$ cat config.mk
export PLATFORM = sky130hd
export DESIGN_NAME = rau_ctrl
export DESIGN_NICKNAME = d
export VERILOG_FILES = /design/src/rtl/core/rau_pkg.sv /design/src/rtl/core/rau_ctrl.sv
export SDC_FILE = /design/constraint.sdc
export NUM_CORES = 1
export LEC_CHECK = 0
export ABC_AREA = 1
export BUFFER_PORTS_ARGS = -buffer_cell sky130_fd_sc_hd__buf_2
export CAP_MARGIN = 5
export CORE_AREA = 2 2 39 41
export CTS_CLUSTER_DIAMETER = 50
export DETAILED_ROUTE_END_ITERATION = 16
export DIE_AREA = 0 0 41 43
export GPL_TIMING_DRIVEN = 0
export PLACE_DENSITY = 0.62
export REMOVE_ABC_BUFFERS = 1
export SLEW_MARGIN = 20
export SYNTH_ARGS = -nofsm -noshare
export SYNTH_HDL_FRONTEND = slang
export SYNTH_SLANG_ARGS = --single-unit
export TNS_END_PERCENT = 20
$ cat constraint.sdc
create_clock -name clock -period 1 [get_ports clock]
set_input_delay 0.15 -clock clock [delete_from_list [all_inputs] [get_ports clock]]
set_output_delay 0.15 -clock clock [all_outputs]
set_load 0.1 [all_outputs]
$ cat src/rtl/core/rau_pkg.sv
// Package with shared types, constants and codes for the rational arithmetic unit.
package rau_pkg;

   localparam int DataWidth = 32;
   localparam int ProdWidth = 2 * DataWidth;
   localparam int CntWidth  = $clog2(ProdWidth + 1);

   typedef enum logic [1:0] {
      OP_ADD = 2'd0,
      OP_SUB = 2'd1,
      OP_MUL = 2'd2,
      OP_DIV = 2'd3
   } op_type;

   typedef enum logic [1:0] {
      ST_OK      = 2'd0,
      ST_ZERODEN = 2'd1,
      ST_DIVZERO = 2'd2,
      ST_OVFL    = 2'd3
   } status_type;

   typedef enum logic [3:0] {
      S_IDLE,
      S_MUL1,
      S_MUL2,
      S_ADD,
      S_GCD,
      S_DIVN_INIT,
      S_DIVN,
      S_DIVD_INIT,
      S_DIVD,
      S_CHECK,
      S_OUT
   } state_type;

   // Commands from the controller to the datapath.
   typedef struct packed {
      logic load;
      logic mul1;
      logic mul2;
      logic add;
      logic gcd_step;
      logic div_init_n;
      logic div_init_d;
      logic div_step;
      logic check;
   } cmd_type;

   // Status from the datapath to the controller.
   typedef struct packed {
      logic early_err;
      logic gcd_done;
      logic div_done;
   } stat_type;

endpackage

$ cat src/rtl/core/rau_ctrl.sv
// Controller state machine sequencing the datapath for one beat at a time.
module rau_ctrl (
   input  logic               clock,
   input  logic               reset,
   input  logic               req_valid,
   output logic               req_stall,
   output logic               rsp_valid,
   input  logic               rsp_stall,
   input  rau_pkg::stat_type  stat,
   output rau_pkg::cmd_type   cmd
);
   import rau_pkg::*;

   state_type state_ff, state_in;

   // Next state.
   always_comb begin
      state_in = state_ff;
      unique case (state_ff)
         S_IDLE:      if (req_valid) state_in = S_MUL1;
         S_MUL1:      state_in = stat.early_err ? S_CHECK : S_MUL2;
         S_MUL2:      state_in = S_ADD;
         S_ADD:       state_in = S_GCD;
         S_GCD:       if (stat.gcd_done) state_in = S_DIVN_INIT;
         S_DIVN_INIT: state_in = S_DIVN;
         S_DIVN:      if (stat.div_done) state_in = S_DIVD_INIT;
         S_DIVD_INIT: state_in = S_DIVD;
         S_DIVD:      if (stat.div_done) state_in = S_CHECK;
         S_CHECK:     state_in = S_OUT;
         S_OUT:       if (!rsp_stall) state_in = S_IDLE;
         default:     state_in = S_IDLE;
      endcase
   end

   // Outputs and datapath commands.
   always_comb begin
      cmd = '0;
      req_stall = (state_ff != S_IDLE);
      rsp_valid = (state_ff == S_OUT);
      unique case (state_ff)
         S_IDLE:      cmd.load = req_valid;
         S_MUL1:      cmd.mul1 = 1'b1;
         S_MUL2:      cmd.mul2 = 1'b1;
         S_ADD:       cmd.add = 1'b1;
         S_GCD:       cmd.gcd_step = !stat.gcd_done;
         S_DIVN_INIT: cmd.div_init_n = 1'b1;
         S_DIVN:      cmd.div_step = !stat.div_done;
         S_DIVD_INIT: cmd.div_init_d = 1'b1;
         S_DIVD:      cmd.div_step = !stat.div_done;
         S_CHECK:     cmd.check = 1'b1;
         default:     cmd = '0;
      endcase
   end

   always_ff @(posedge clock) begin
      if (reset) begin
         state_ff <= S_IDLE;
      end else begin
         state_ff <= state_in;
      end
   end
endmodule

* Yosys cells after proc, flatten, opt, wreduce, memory -nomap -nowiden
Cells that the tools add are included.
Operators by class: eq/ne operators 15, mux-type cells 16, reduce and logical (&&, ||, !) cells 6
Operator list (number):
- $pmux W4 S11 | 1
- $mux W4 | 6
- $eq A4 B3 Y1 const B | 4
- $eq A4 B4 Y1 const B | 3
- $ne A2 B2 Y1 const B | 5
- $mux W1 | 9
- $eq A4 B2 Y1 const B | 2
- $reduce_and A5 Y1 | 1
- $eq A4 B1 Y1 const B | 1
- $logic_not A4 Y1 | 1
- $reduce_bool A4 Y1 | 1
- $logic_not A1 Y1 | 2
- $reduce_or A2 Y1 | 1
Word-level totals: flip-flop bits (word level) 4, input bits 7, output and inout port bits 11, word-level logic and storage cells 38

* Longest topological paths before layout
Gate-level depths: netlist (run 1).
depth after elaboration 3, depth in mapped cells 8, mapped depth without buffers 8

* Least setup slack after synthesis (run 1)
No wires, ideal clock.
path kind register to output, start point reg state_ff[1], end point out rsp_valid, data arrival time 3.305 ns, data required time 0.850 ns, slack -2.455 ns, cell stages (with the launch flop) 3, buffers on the path 0, cell sequence dfxtp_1 -> inv_2 -> nor4_1
Between the ends: word-level cells in the longest chain between the ends 1
RTL lines:
- from (decl) | line rau_ctrl.sv:14 | state_type state_ff, state_in;
- from (signal assigned) | line rau_ctrl.sv:59 | state_ff <= state_in;
- $eq A4 B4 Y1 | line rau_ctrl.sv:39 | rsp_valid = (state_ff == S_OUT);
- to (decl) | line rau_ctrl.sv:7 | output logic rsp_valid,
Every way passes these cells.

==> results.yml, run 1 <==
finish:
  syn_to_final_growth_pct: 112
  layout-drive-gt1-share_pct: 64.3
  top_regs: "state_ff x4"
  largest_reg_flops: 4
  top_register: "state_ff"
  final_area_um2: 732
  diodes: 0
  final_cell_mix: "nor2_4, buf_12, nand2_1"
  mostFrequentLayoutCell: "nor2_4"
  final_nets: 93
  final_core_util_pct: 52.9
clock_network:
  cts_tree: "yes"
  numCtsBuffers: 3
  cts.path.max_buffers: 2
  cts_hold_buffers: 0
  cts_root_buf: "clkbuf_4"
  path_clk_slew_ps: 30
  htreeDepth: 1
  clock-sinks: 4
  clk_latency_ps: 230
die:
  ios: 18
  core_area_um2: 1380
  die_area_um2: 1760
  die_w_um: 41
  start_util_pct: 25.0
  die_y_um: 43
  rows: 14
routing:
  dr.first_iter.drc_count: 2
  vias: 449
  drt_first_pass_iters: 2
  drc: 0
  drtAntennaViolNets: 0
  routed_via_density: 4.49
  routed_wl_um: 1050
  routedWlPerCell_um: 10.5
timing:
  final-setup-viol-count: 14
  min_period_ps: 1410
  max_freq_mhz: 709
  slew_viol_final: 0
  rsz0062_at_grt: "true"
  tns_ps: -4430
  fin_skew_ps: 3.38
  max_slew_margin_pct: 81.5
  worstMarginPinSlew_ps: 280
  finalWorstSetupSlack_ps: -410
  fin_crit_sh_pct: 141
  hold_viol: 0
  holdWs_ps: 85.7
synth:
  synth.distinct_cells: 14
  ys_seq_area_share_pct: 23.2
  synth.avg_cell_area_um2: 5.66
  synth_seq_cells: 4
  syn_area_um2: 345
  ys_warn_count: 0
  netlist_instances: 61
  synthTopCellsByArea: "dfxtp_1, nor2_1, inv_1"
  yosysTopAreaCellShare_pct: 23.2
  yosys.area.top_type: "dfxtp_1"
place:
  place_area_um2: 450
  numPortBuffers: 17
  dp.final_hpwl_um: 668
  routabilityCongestion: 0.737
job:
  drv_cap: 0
global_route:
  grt_max_degree: 6
  track_usage_pct: 14.1
  first_global_vias: 420
  grt_pass1_wl_um: 1690
  overflow: 0
  grt_antenna_before_repair: 0
setup_path:
  worstPathRequired_ps: 850
  critical_path.endpoint_type: "primary output"
  cp_cell_sequence: "inv_2 -> nor2_4 -> nand2_2 -> a21oi_4 -> buf_12"
  worst_path_largest_cell_delay_ps: 370
  cpMaxStageDelayCell: "dfxtp_4"
  start_kind: "flip-flop"
  cp.arrival_ps: 1260
  critPathMaxFanout: 4
  critPathKind: "flip-flop to primary output"
status:
  status: "complete, but fails checks"
  violations: "setup timing"
min_path:
  min_path_type: "input pin to flip-flop"
power_and_ir_drop:
  p_leak_nw: 0.326
  cellPowerDensity_nw_per_um2: 3270
  ir_drop_v: 0.00133
## report_power, final
part / switching [W] / leakage, nW / internal (W)
logic: 0.00125 / 0.277 / 0.000587
registers: 0.000123 / 0.0356 / 0.000236
clock network: 0.0000581 / 0.0138 / 0.000134
total: 0.00144 / 0.326 / 0.000957
## cell families (layout without fill, tap and decap cells)
group,Yosys count,count (layout),share of synthesized area [%]
AND/OR/NAND/NOR,38,38,51.4
buffers and inverters,15,38,16.3
AO/OA/AOI/OAI,4,4,9.06
flip-flops,4,4,23.2
## stage by stage
stage	total power, W	instances	worst slack [ps]
2_1_floorplan	0.00137	61	-2450
3_3_place_gp	0.00161	94	-458
3_5_place_dp	0.00161	94	-467
4_1_cts	0.00234	100	-406
5_1_grt	0.00253	100	-460
6_report	0.00239	100	-410
## critical path, delay by kind of cell (launching register included)
family,cells,cell delay (ps)
AO/OA/AOI/OAI,1,180
flip-flops,1,370
buffers and inverters,2,240
AND/OR/NAND/NOR,2,240
## repair_timing
action / in CTS / in global routing
resized for setup: 69 / 6
endpoints found under the setup margin: 15 / 15
buffers inserted: 3 / 0
pin swaps: 5 / 2
## per-layer routing
metal	routed length (um)	global-route usage (%)	share of wire [%]
met2	594	24.7	57
met5	0	0	0
met3	42	1.57	4.0
met1	405	15.1	39
met4	5	8.00	0.48
## synth_stat cells
cell     instances
a21oi_1          2
a21oi_4          1
dfxtp_1          4
inv_1           12
inv_2            3
nand2_1          9
nand2_2          2
nand3_1          6
nor2_1          13
nor2_2           5
nor3_1           1
nor3_2           1
nor4_1           1
o21ai_1          1
## worst paths after layout
kind | slack (ps) | from | cells past startpoint | to
setup / recovery | -410 | state_ff[2]$_SDFFE_PP0P_ | 5 | cmd[1]
hold / removal | 90 | reset | 2 | state_ff[2]$_SDFFE_PP0P_
setup reg to reg | -290 | state_ff[2]$_SDFFE_PP0P_ | 9 | state_ff[3]$_SDFFE_PP0P_
hold reg to reg | 550 | state_ff[1]$_SDFFE_PP0P_ | 2 | state_ff[1]$_SDFFE_PP0P_
## layout make-up
cell class	instances	area, um2
Sequential cell	4	95.1
Multi-Input combinational cell	42	279
Inverter	15	63.8
Fill cell	130	652
Timing Repair Buffer	20	251
Tap cell	16	20.0
Clock buffer	3	22.5
Power figures use the tool's default switching activity.
==> inputs of run 2 (changes only) <==
--- a/config.mk
+++ b/config.mk
@@ -5,7 +5,6 @@
 export SDC_FILE = /design/constraint.sdc
 export NUM_CORES = 1
 export LEC_CHECK = 0
-export ABC_AREA = 1
 export BUFFER_PORTS_ARGS = -buffer_cell sky130_fd_sc_hd__buf_2
 export CAP_MARGIN = 5
 export CORE_AREA = 2 2 39 41
@@ -13,7 +12,7 @@
 export DETAILED_ROUTE_END_ITERATION = 16
 export DIE_AREA = 0 0 41 43
 export GPL_TIMING_DRIVEN = 0
-export PLACE_DENSITY = 0.62
+export PLACE_DENSITY = 0.65
 export REMOVE_ABC_BUFFERS = 1
 export SLEW_MARGIN = 20
 export SYNTH_ARGS = -nofsm -noshare
==> run 2 against run 1 <==
Flip-flop and latch count stayed put; highest routed layer is now met3; design area is 13% higher; fmax is 4.0% higher; critical endpoint is now cmd[2]; register-to-register slack worse by 40 ps; worst hold slack better by 92 ps; via count is 10% higher; core utilization is 6.9 points higher; the flow still finishes with violations (setup timing); critical path type unchanged.
==> results.yml, run 2 <==
setup_path:
  r2r-end: "state_ff[1]$_SDFFE_PP0P_"
  r2r_start: "state_ff[3]$_SDFFE_PP0P_"
  worstRegToRegCells: 5
  critPathKind: "flip-flop to primary output"
  start_kind: "flip-flop"
  cp.arrival_ps: 1210
  reg2reg_slack_ps: -330
  critical_path.endpoint_type: "primary output"
  critPathMaxFanout: 6
  worstPathRequired_ps: 850
clock_network:
  cts_hold_buffers: 0
  cts_tree: "yes"
  path_clk_slew_ps: 40
  clock-sinks: 4
  cts_root_buf: "clkbuf_4"
  htreeDepth: 1
  cts.path.max_buffers: 2
  clk_latency_ps: 240
  numCtsBuffers: 3
die:
  rows: 14
  die_y_um: 43
  die_area_um2: 1760
  start_util_pct: 27.8
  ios: 18
  die_w_um: 41
  core_area_um2: 1380
synth:
  synth_seq_cells: 4
  synth.area.mux_share_pct: 2.61
  synth_top_family_by_area: "simple AND/OR/NAND/NOR gates"
  synth_edf_count: 0
  netlist_instances: 53
  synth-main-ff-cell: "dfxtp_1"
  ys_warn_count: 0
  synth_compound_gate_area_share_pct: 19.2
  syn_area_um2: 384
  synthSimpleGateAreaFrac_pct: 43.6
  synthTopCellsByArea: "dfxtp_1, and3_1, nor3_1"
  ys_seq_area_share_pct: 20.8
  yosysTopAreaCellShare_pct: 20.8
  synth.avg_cell_area_um2: 7.25
  yosys.area.top_type: "dfxtp_1"
  ys_async_sr_fraction_pct: 0
  synthTopCellsByCount: "nor2_1, and3_1, nor3_1, dfxtp_1, inv_1"
  synth-xor-area-share_pct: 2.28
  synth.distinct_cells: 25
  synth_fa_ha_area_share_pct: 0
  yosysMostFrequentCell: "nor2_1"
status:
  violations: "setup timing"
  status: "complete, but fails checks"
finish:
  final_cell_mix: "buf_4, buf_12, buf_6"
  diodes: 0
  final_nets: 90
  mostFrequentLayoutCell: "buf_4"
  largest_reg_flops: 4
  final_core_util_pct: 59.8
  syn_to_final_growth_pct: 115
  top_regs: "state_ff x4"
  top_register: "state_ff"
  layout-drive-gt1-share_pct: 72.8
  fillers: 125
routing:
  routed_via_density: 5.09
  drtAntennaViolNets: 0
  drc: 0
  vias: 494
  routed_wl_um: 1410
  dr.first_iter.drc_count: 6
  drt_first_pass_iters: 2
  routedWlPerCell_um: 14.5
place:
  dp.final_hpwl_um: 590
  numPortBuffers: 17
  routabilityCongestion: 0.781
timing:
  fin_skew_ps: 3.83
  rsz0062_at_grt: "true"
  max_freq_mhz: 737
  min_period_ps: 1360
  slew_viol_final: 0
  worstMarginPinSlew_ps: 263
  final-setup-viol-count: 15
  finalWorstSetupSlack_ps: -356
  max_slew_margin_pct: 82.4
  fin_crit_sh_pct: 136
  hold_viol: 0
min_path:
  worstHoldPathCells: 2
  whs_endpoint: "state_ff[3]$_SDFFE_PP0P_"
  min_path_type: "input pin to flip-flop"
  hp-start: "reset"
power_and_ir_drop:
  ir_drop_v: 0.00173
  p_leak_nw: 0.370
  p_total_w: 0.00170
  cellPowerDensity_nw_per_um2: 2050
global_route:
  first_global_vias: 434
  grt_max_degree: 12
  overflow: 0
  grt_antenna_before_repair: 0
  grt_pass1_wl_um: 1940
  track_usage_pct: 16.1
job:
  drv_cap: 0
## run 2: logic make-up after synthesis
family | after synthesis
simple gates | 30
compound gates | 9
buf+inv | 8
flops | 4
xor+xnor | 1
mux | 1
## run 2: layout make-up
| type | count | area [um2] | area share (%) |
|---|---|---|---|
| multi-input cells | 41 | 358 | 43.3 |
| repair buffers | 29 | 317 | 38.3 |
| flip-flops and latches | 4 | 95.1 | 11.5 |
| clock buffers | 3 | 22.5 | 2.72 |
| well taps | 16 | 20.0 | 2.42 |
| inverters | 4 | 15.0 | 1.82 |
## run 2: metrics by stage
stage | TNS, ps | cell area (um2) | std cells | hold slack (ps) | setup slack (ps)
after detailed placement | -6160 | 460 | 82 | 391 | -590
final | -4350 | 827 | 97 | 177 | -356
after global routing | -5000 | 827 | 97 | 180 | -399
after global placement | -5860 | 460 | 82 | 404 | -554
after floorplan | -10130 | 355 | 49 | 222 | -1980
after CTS | -4180 | 722 | 94 | 137 | -360
## run 2: critical path, cell delays in order (launching register included)
cell and delay, ps:
dfxtp_4 370, buf_6 140, nor2b_4 100, and3_4 200
buf_12 170
## run 2: worst max path at each step
stage / from / end / slack, ps / cells after the start
floorplan: state_ff[1]$_SDFFE_PP0P_ / rsp_valid / -1980 / 2
global placement: state_ff[3]$_SDFFE_PP0P_ / cmd[1] / -550 / 4
detailed placement: state_ff[3]$_SDFFE_PP0P_ / cmd[1] / -590 / 4
CTS: state_ff[2]$_SDFFE_PP0P_ / rsp_valid / -360 / 3
global route: state_ff[3]$_SDFFE_PP0P_ / cmd[2] / -400 / 4
finish: state_ff[3]$_SDFFE_PP0P_ / cmd[2] / -360 / 4
## run 2: per-layer routing
| layer | track usage [%] | up-vias | part of all wire [%] |
|---|---|---|---|
| li1 | - | 242 | - |
| met1 | 21.9 | 237 | 41 |
| met2 | 24.1 | 15 | 54 |
| met3 | 6.28 | 0 | 5.0 |
| met4 | 2.00 | 0 | 0 |
| met5 | 0 | - | 0 |
## run 2: where the power goes
part / total [W] / internal, W / switching [W]
sequential: 0.000281 / 0.000199 / 0.0000824
combinational: 0.00120 / 0.000456 / 0.000749
clock: 0.000209 / 0.000135 / 0.0000741
## run 2: timing repair
| item | 4_1_cts | 5_1_grt |
|---|---|---|
| gates resized for setup | 53 | 24 |
| setup endpoints to repair | 15 | 15 |
| pin swaps | 10 | 5 |
| setup buffers | 9 | 3 |
==> inputs of run 3 (changes only) <==
--- a/config.mk
+++ b/config.mk
@@ -5,14 +5,14 @@
 export SDC_FILE = /design/constraint.sdc
 export NUM_CORES = 1
 export LEC_CHECK = 0
-export BUFFER_PORTS_ARGS = -buffer_cell sky130_fd_sc_hd__buf_2
 export CAP_MARGIN = 5
 export CORE_AREA = 2 2 39 41
 export CTS_CLUSTER_DIAMETER = 50
 export DETAILED_ROUTE_END_ITERATION = 16
 export DIE_AREA = 0 0 41 43
+export DONT_BUFFER_PORTS = 1
 export GPL_TIMING_DRIVEN = 0
-export PLACE_DENSITY = 0.65
+export PLACE_DENSITY = 0.53
 export REMOVE_ABC_BUFFERS = 1
 export SLEW_MARGIN = 20
 export SYNTH_ARGS = -nofsm -noshare
==> run 3 against run 2 <==
The flow still finishes with violations (setup timing); clock skew rose by 1.2 ps; core utilization fell by 15 points; non-clock buffer count fell by 16; via count fell by 10%; die area did not move; total power fell by 16%; worst hold slack got worse by 160 ps; critical path type unchanged.
==> results.yml, run 3 (synthesis results as in run 2) <==
status:
  status: "complete, but fails checks"
  violations: "setup timing"
global_route:
  first_global_vias: 469
  grt_antenna_before_repair: 0
  track_usage_pct: 16.8
  grt_pass1_wl_um: 1970
  overflow: 0
  grt_max_degree: 14
clock_network:
  cts_root_buf: "clkbuf_4"
  numCtsBuffers: 3
  clock-sinks: 4
  cts.path.max_buffers: 2
  htreeDepth: 1
  cts_tree: "yes"
  clk_latency_ps: 230
  path_clk_slew_ps: 40
die:
  start_util_pct: 27.8
  die_y_um: 43
  die_w_um: 41
  rows: 14
  core_area_um2: 1380
  ios: 18
  die_area_um2: 1760
finish:
  syn_to_final_growth_pct: 61.2
  top_register: "state_ff"
  layout-drive-gt1-share_pct: 63.1
  largest_reg_flops: 4
  top_regs: "state_ff x4"
  diodes: 0
  final_cell_mix: "buf_4, and3_4, dfxtp_4"
  fillers: 140
  mostFrequentLayoutCell: "buf_4"
  final_core_util_pct: 44.8
  final_nets: 74
timing:
  tns_ps: -6400
  rsz0062_at_grt: "true"
  fin_skew_ps: 4.99
  fin_crit_sh_pct: 160
  max_slew_margin_pct: 59.2
  holdWs_ps: 17.0
  finalWorstSetupSlack_ps: -601
  slew_viol_final: 0
  final-setup-viol-count: 14
  min_period_ps: 1600
  worstMarginPinSlew_ps: 611
  max_freq_mhz: 625
  hold_viol: 0
routing:
  vias: 444
  drc: 0
  routed_via_density: 5.48
  dr.first_iter.drc_count: 10
  drtAntennaViolNets: 0
  routed_wl_um: 1300
  routedWlPerCell_um: 16.0
  drt_first_pass_iters: 4
place:
  numPortBuffers: 0
  routabilityCongestion: 0.734
  place_ws_ps: -765
power_and_ir_drop:
  p_leak_nw: 0.243
  cellPowerDensity_nw_per_um2: 2300
  ir_drop_v: 0.00154
  p_total_w: 0.00142
setup_path:
  critPathKind: "flip-flop to primary output"
  start_kind: "flip-flop"
  cp_cell_sequence: "and3b_1 -> o21ai_2 -> clkinvlp_4"
  cpMaxStageDelayCell: "clkinvlp_4"
  cp.arrival_ps: 1450
  worstPathRequired_ps: 850
  critical_path.endpoint_type: "primary output"
  worst_path_largest_cell_delay_ps: 450
  critPathMaxFanout: 6
min_path:
  min_path_type: "input pin to flip-flop"
job:
  drv_cap: 0
run 3: cell count changes in the layout (fill, tap and decap cells not counted), moves of 2 or more:
cell	before	now
nand3_2	2	0
buf_6	7	3
buf_12	7	0
clkinvlp_4	0	2
buf_4	9	6
buf_2	6	1
nand3_1	0	2
buf_8	0	2
run 3: path summary, 6_finish.rpt:
path	start	slack [ps]	end	cells past startpoint
worst max register to register	state_ff[1]$_SDFFE_PP0P_	-510	state_ff[1]$_SDFFE_PP0P_	6
worst min-delay path	reset	20	state_ff[1]$_SDFFE_PP0P_	1
worst min register to register	state_ff[0]$_SDFFE_PP0P_	660	state_ff[3]$_SDFFE_PP0P_	2
worst max-delay path	state_ff[3]$_SDFFE_PP0P_	-600	cmd[1]	3
run 3: routing by layer:
metal / track usage [%] / up-vias / wire length, um
li1: - / 206 / -
met1: 18.6 / 216 / 563
met2: 25.0 / 16 / 644
met3: 5.24 / 6 / 34
met4: 12.7 / 0 / 54
met5: 0 / - / 0
run 3: cell type report:
| class | count | area (um2) | share of cell area [%] |
|---|---|---|---|
| multi-input cells | 41 | 335 | 54.1 |
| flip-flops and latches | 4 | 95.1 | 15.4 |
| repair buffers | 13 | 124 | 20.0 |
| inverters | 4 | 22.5 | 3.64 |
| well taps | 16 | 20.0 | 3.23 |
| clock buffers | 3 | 22.5 | 3.64 |
run 3: stage by stage:
stage,area [um2],cells
2_1_floorplan,355,49
3_3_place_gp,375,65
3_5_place_dp,420,67
4_1_cts,588,79
5_1_grt,619,81
6_report,619,81
run 3: what timing repair did:
item                       4_1_cts  5_1_grt
hold endpoints to repair         3        0
gates resized for setup         27        5
hold buffers                     1        0
setup endpoints to repair       15       15
pin swaps                        5        3
setup buffers                    8        2
run 3: critical path: cells and delay by family (launching register included):
kind                   cells  cell delay (ps)
AND/OR/NAND/NOR            1              190
flip-flops                 1              370
AO/OA/AOI/OAI              1              200
buffers and inverters      1              450
run 3: power by group:
| part | switching (W) | internal, W |
|---|---|---|
| combinational | 0.000689 | 0.000256 |
| sequential | 0.0000813 | 0.000199 |
| clock | 0.0000641 | 0.000134 |
| total | 0.000834 | 0.000590 |
